File: config.mk
export PLATFORM = sky130hd
export DESIGN_NAME = pru_regs
export DESIGN_NICKNAME = d
export VERILOG_FILES = /design/src/hdl/pru_pkg.sv /design/src/hdl/pru_regs.sv
export SDC_FILE = /design/constraint.sdc
export NUM_CORES = 1
export LEC_CHECK = 0
export ABC_AREA = 1
export ABC_CLOCK_PERIOD_IN_PS = 800
export BUFFER_PORTS_ARGS = -buffer_cell sky130_fd_sc_hd__buf_2
export CORE_MARGIN = 2
export CORE_UTILIZATION = 35
export DETAILED_ROUTE_END_ITERATION = 16
export HOLD_SLACK_MARGIN = 0.12
export PLACE_DENSITY = 0.85
export SYNTH_ARGS = -nofsm -noshare
export SYNTH_HDL_FRONTEND = slang
export SYNTH_SLANG_ARGS = --single-unit
File: constraint.sdc
create_clock -name clk -period 0.8 [get_ports clk]
set_input_delay 0.08 -clock clk [delete_from_list [all_inputs] [get_ports clk]]
set_output_delay 0.08 -clock clk [all_outputs]
set_load 0.005 [all_outputs]
File: src/hdl/pru_pkg.sv
// ----------------------------------------------------------------------------
// pru_pkg
// Shared types, codes and constants of the PNG row reconstruction block.
// ----------------------------------------------------------------------------
package pru_pkg;

    // Default sizing
    localparam int ROW_MAX_DEF         = 8192;
    localparam int PIXEL_BYTES_MAX_DEF = 3;

    // Field widths
    localparam int BYTE_W      = 8;
    localparam int ROW_BYTES_W = 14;
    localparam int BPP_W       = 2;
    localparam int KIND_W      = 3;
    localparam int APB_ADDR_W  = 4;
    localparam int APB_DATA_W  = 32;

    // Largest legal filter type code
    localparam logic [BYTE_W-1:0] FILTER_MAX = 8'd4;

    // Register reset values
    localparam logic                   PNG_ENABLE_RST = 1'b1;
    localparam logic [ROW_BYTES_W-1:0] ROW_BYTES_RST  = 14'd1;
    localparam logic [BPP_W-1:0]       BPP_RST        = 2'd1;

    // Register index (byte address / 4)
    typedef enum logic [1:0] {
        REG_PNG_ENABLE = 2'd0,
        REG_ROW_BYTES  = 2'd1,
        REG_BPP        = 2'd2
    } reg_idx_t;

    // PNG filter types
    typedef enum logic [KIND_W-1:0] {
        KIND_NONE  = 3'd0,
        KIND_SUB   = 3'd1,
        KIND_UP    = 3'd2,
        KIND_AVG   = 3'd3,
        KIND_PAETH = 3'd4
    } kind_t;

    // Operation carried from the control stage to the reconstruction stage
    typedef enum logic [1:0] {
        OP_PASS   = 2'd0,
        OP_PNG    = 2'd1,
        OP_FILTER = 2'd2,
        OP_ERROR  = 2'd3
    } op_t;

    typedef struct packed {
        op_t               op;
        logic [BYTE_W-1:0] data;
        kind_t             kind;
        logic              last;
        logic              has_left;
    } item_t;

    typedef struct packed {
        logic                   png_enable;
        logic [ROW_BYTES_W-1:0] row_bytes;
        logic [BPP_W-1:0]       bytes_per_pixel;
    } cfg_t;

    // Write event on the mode register
    typedef struct packed {
        logic wr;
        logic value;
    } mode_wr_t;

endpackage

File: src/hdl/pru_regs.sv
// ----------------------------------------------------------------------------
// pru_regs
// APB configuration registers: mode, row length and pixel size.
// ----------------------------------------------------------------------------
module pru_regs (
    input  logic                             clk,
    input  logic                             rst_n,
    input  logic                             psel,
    input  logic                             penable,
    input  logic                             pwrite,
    input  logic [pru_pkg::APB_ADDR_W-1:0]   paddr,
    input  logic [pru_pkg::APB_DATA_W-1:0]   pwdata,
    output logic [pru_pkg::APB_DATA_W-1:0]   prdata,
    output logic                             pready,
    output pru_pkg::cfg_t                    cfg,
    output pru_pkg::mode_wr_t                mode_wr
);
    import pru_pkg::*;

    logic                   png_enable_reg;
    logic [ROW_BYTES_W-1:0] row_bytes_reg;
    logic [BPP_W-1:0]       bpp_reg;
    logic                   wr_en;
    reg_idx_t               idx;

    assign pready = 1'b1;
    assign wr_en  = psel && penable && pwrite;
    assign idx    = reg_idx_t'(paddr[3:2]);

    // Register writes
    always_ff @(posedge clk or negedge rst_n)
    begin
        if (!rst_n)
        begin
            png_enable_reg <= PNG_ENABLE_RST;
            row_bytes_reg  <= ROW_BYTES_RST;
            bpp_reg        <= BPP_RST;
        end
        else if (wr_en)
        begin
            unique case (idx)
                REG_PNG_ENABLE: png_enable_reg <= pwdata[0];
                REG_ROW_BYTES:  row_bytes_reg  <= pwdata[ROW_BYTES_W-1:0];
                REG_BPP:        bpp_reg        <= pwdata[BPP_W-1:0];
                default:        ;
            endcase
        end
    end

    // Read mux
    always_comb
    begin
        prdata = '0;
        unique case (idx)
            REG_PNG_ENABLE: prdata = {{(APB_DATA_W-1){1'b0}}, png_enable_reg};
            REG_ROW_BYTES:  prdata = {{(APB_DATA_W-ROW_BYTES_W){1'b0}}, row_bytes_reg};
            REG_BPP:        prdata = {{(APB_DATA_W-BPP_W){1'b0}}, bpp_reg};
            default:        prdata = '0;
        endcase
    end

    assign cfg.png_enable      = png_enable_reg;
    assign cfg.row_bytes       = row_bytes_reg;
    assign cfg.bytes_per_pixel = bpp_reg;

    // Mode write event for the row-start bookkeeping
    assign mode_wr.wr    = wr_en && (idx == REG_PNG_ENABLE);
    assign mode_wr.value = pwdata[0];

    // Assertions
    a_ready_high: assert property (@(posedge clk) disable iff (!rst_n)
        pready) else $error("pready must stay high");
    a_mode_written: assert property (@(posedge clk) disable iff (!rst_n)
        mode_wr.wr |=> (cfg.png_enable == $past(pwdata[0])))
        else $error("mode register did not take the written value");
    a_bpp_stable: assert property (@(posedge clk) disable iff (!rst_n)
        !(wr_en && idx == REG_BPP) |=> $stable(cfg.bytes_per_pixel))
        else $error("pixel size changed without a write");
endmodule

==> results by group <==
Global route
  • First-pass GRT wire length: ~3700 um
  • GRT Residual Overflow: 0
  • GRT Total Usage: between 10% and 20%
  • Maximum number of pins on one net before global-route repair: 18
  • Initial antenna violation count: 0
  • Vias in the first global route: approximately 850

Drt
  • Post-Route WL: about 2500 um
  • Post-DRT Antenna Nets: 0
  • Wire per inst: ~9.8 um
  • Drt first pass iters: 3
  • Vias/cell: about 4.0
  • DR DRC count: 0
  • Drt initial violations: 22
  • Via count: 1024

Worst setup path
  • Crit-path cells: nand2_1 -> nand3_1 -> buf_2
  • Crit path kind: reg2out
  • Reg-to-reg slack, setup: -0.09 ns
  • Critical path fanouts, max: 2
  • Req. time, crit path: 0.72 ns
  • Startpoint class of the critical path: flip-flop
  • Critical Path End Type: output pin
  • Slowest cell delay on critical path: around 0.55 ns
  • RR Endpoint: png_enable_reg$_DFFE_PN1P_
  • Crit path DAT: between 1 and 1.5 ns
  • CP max stage cell: dfstp_2
  • Worst-case reg-to-reg path depth: 4
  • R2r startpoint: png_enable_reg$_DFFE_PN1P_

Placement
  • Port Buf Inserts: 53
  • Pre-CTS WS: -0.0533 ns
  • Cell Area, Placed: roughly 1300 um2
  • Final HPWL DP: 1730 um
  • GP Congestion: 0.819
  • Placed cell count: roughly 230

Synth
  • Synthesized area per cell: between 7 and 8 um2
  • Adder-cell share of the synthesized area: 0%
  • Syn. warnings: 0
  • Sequential area share after synthesis: a little over two fifths
  • XOR/XNOR share of the synthesized area: 0%
  • Post-Synth Simple-Gate Area: 31.4%
  • Mapped Area: around 1000 um2
  • Post-synthesis mux area share: 0%
  • Post-synthesis compound-gate area fraction: less than 1%
  • Largest family of logic cells by synthesized area: simple AND/OR/NAND/NOR gates
  • Post-synthesis cell count: between 100 and 150
  • Netlist cell types: 15
  • Seq cells post-synth: 17

Pwr
  • Internal: 1.84 mW
  • Clock power frac: 17.2%
  • Switching Fraction: between 30 and 40%
  • Comb power frac: a little under 40%
  • Worst VDD drop: between 0.001 and 0.0015 V
  • Final Power: roughly 2.7 mW
  • Pwr dens: roughly 1700 nW/um2
  • Sequential share of power: 44.3%
  • Switching power: 821 uW
  • Leakage: 0.975 nW

Layout
  • Layout area overhead: 56.9%
  • Max FFs per register: 14
  • Ant diodes: 0
  • FILL cells: approximately 250
  • Share of post-route cells with drive strength above 1: between 30% and 40%
  • Non-Filler Instances: ~260
  • Fin area: 1600 um2
  • Nets: 266
  • Final Core Density: around 58%

STA
  • Maximum operating frequency: ~870 MHz
  • Tcrit/Tclk final: 143%
  • Crit path time final: 1.15 ns
  • Slew Viols, Final: 0
  • Setup_tns: -5.27 ns
  • RSZ-0062 raised after global routing: true
  • Setup ws final: -0.347 ns
  • Fin Hold WS: approximately 0.097 ns
  • Final Setup Violations: 34
  • Final count of hold timing violations: 0
  • Worst Clk Skew: 0 ns

Floorplan
  • Die Wd: approximately 58 um
  • I/O Pins: between 90 and 100
  • Core ar.: 2760 um2
  • Die area: roughly 3400 um2
  • Num rows: 19
  • Effective utilization at floorplan: roughly 37%
  • Die Ht: slightly below 60 um

Worst hold path
  • Hold Crit Endpoint: png_enable_reg$_DFFE_PN1P_
  • Hold_sp: paddr[2]
  • Worst Hold Path Cells: 4
  • Worst hold path class: in2reg

Clock network
  • CTS tree: yes
  • Skew-Pair Late Insertion Delay: between 0.2 and 0.3 ns
  • # H-tree levels: 1
  • Clock edge transition at the registers on the reported setup and hold paths: ~0.10 ns
  • Buffers from clock root to sink, at most: 2
  • CTS Buf Count: 3
  • Clk root buf: clkbuf_4
  • Cts hold-fix bufs: 15
  • CTS sink count: 17

Flow run
  • Max cap viols: 0

Status
  • Outcome: finished with violations
  • Failing checks: setup timing
-- how the worst max path moves through the flow --
stage / cells past startpoint / end / slack (ns) / start
after global placement: 7 / row_bytes_reg[7]$_DFFE_PN0P_ / -0.05 / paddr[3]
final: 3 / prdata[0] / -0.35 / row_bytes_reg[0]$_DFFE_PN1P_
after global routing: 3 / prdata[0] / -0.39 / row_bytes_reg[0]$_DFFE_PN1P_
after floorplan: 2 / prdata[0] / 0.07 / bpp_reg[0]$_DFFE_PN1P_
after detailed placement: 7 / row_bytes_reg[8]$_DFFE_PN0P_ / -0.05 / paddr[3]
after CTS: 3 / prdata[0] / -0.36 / bpp_reg[0]$_DFFE_PN1P_
-- Yosys cell counts --
cell / n / share of area, %
buf_2: 1 / 0.49
dfrtp_1: 14 / 34
nor2_4: 2 / 2.2
conb_1: 2 / 0.74
dfstp_2: 3 / 7.7
inv_2: 2 / 0.74
inv_1: 16 / 5.9
buf_4: 21 / 15
o21ai_0: 2 / 0.98
nand2_4: 1 / 1.1
buf_6: 2 / 2.2
nand2_1: 55 / 20
nand3_1: 5 / 2.5
nand2_2: 1 / 0.61
nor2_1: 13 / 4.8
-- worst max-delay path: cells and delay by family (launching register included) --
| kind | cells | cell delay (ns) |
|---|---|---|
| buf+inv | 1 | 0.11 |
| simple gates | 2 | 0.13 |
| flops | 1 | 0.55 |
-- power groups by stage --
stage	clock network [mW]	logic, mW	registers (mW)
floorplan	0	0.363	1.21
global placement	0	0.675	1.19
detailed placement	0	0.690	1.20
CTS	0.483	0.845	1.18
global route	0.520	1.14	1.20
finish	0.457	1.03	1.18
-- cells by family after synthesis --
logic type / count (synthesis)
simple gates: 77
buf+inv: 42
flops: 17
compound gates: 2
other cells: 2
-- placed cells by master, fill, tap and decap left out --
| cell type | count |
|---|---|
| clkinv_2 | 1 |
| nand2_1 | 52 |
| inv_2 | 2 |
| buf_6 | 10 |
| nand3_1 | 5 |
| buf_2 | 48 |
| dfrtp_1 | 14 |
| buf_12 | 1 |
| nor2_1 | 12 |
| inv_1 | 16 |
| nand2_4 | 1 |
| conb_1 | 19 |
| clkbuf_4 | 3 |
| o21ai_0 | 2 |
| dlygate4sd3_1 | 15 |
| nand2_2 | 4 |
| buf_4 | 13 |
| dfstp_2 | 3 |
| nor2_4 | 3 |
-- metal layers --
metal | vias up | track usage, % | wire length [um]
met5 | - | 0 | 0
met1 | 446 | 16.2 | 996
met4 | 0 | 3.99 | 48
li1 | 537 | - | -
met3 | 4 | 2.01 | 127
met2 | 37 | 27.6 | 1330
-- layout make-up --
cell class / count / area (um2) / area share (%)
clock inverters: 1 / 5.00 / 0.313
well taps: 31 / 38.8 / 2.42
clock buffers: 3 / 22.5 / 1.41
multi-input cells: 98 / 417 / 26.0
repair buffers: 87 / 621 / 38.8
flip-flops and latches: 17 / 429 / 26.8
inverters: 18 / 67.6 / 4.22
-- repair_timing --
action,CTS,global route
endpoints found under the hold margin,34,1
setup buffers,4,7
endpoints found under the setup margin,33,34
gates resized for setup,4,11
pin swaps,13,6
(Power assumes the default switching activity.)
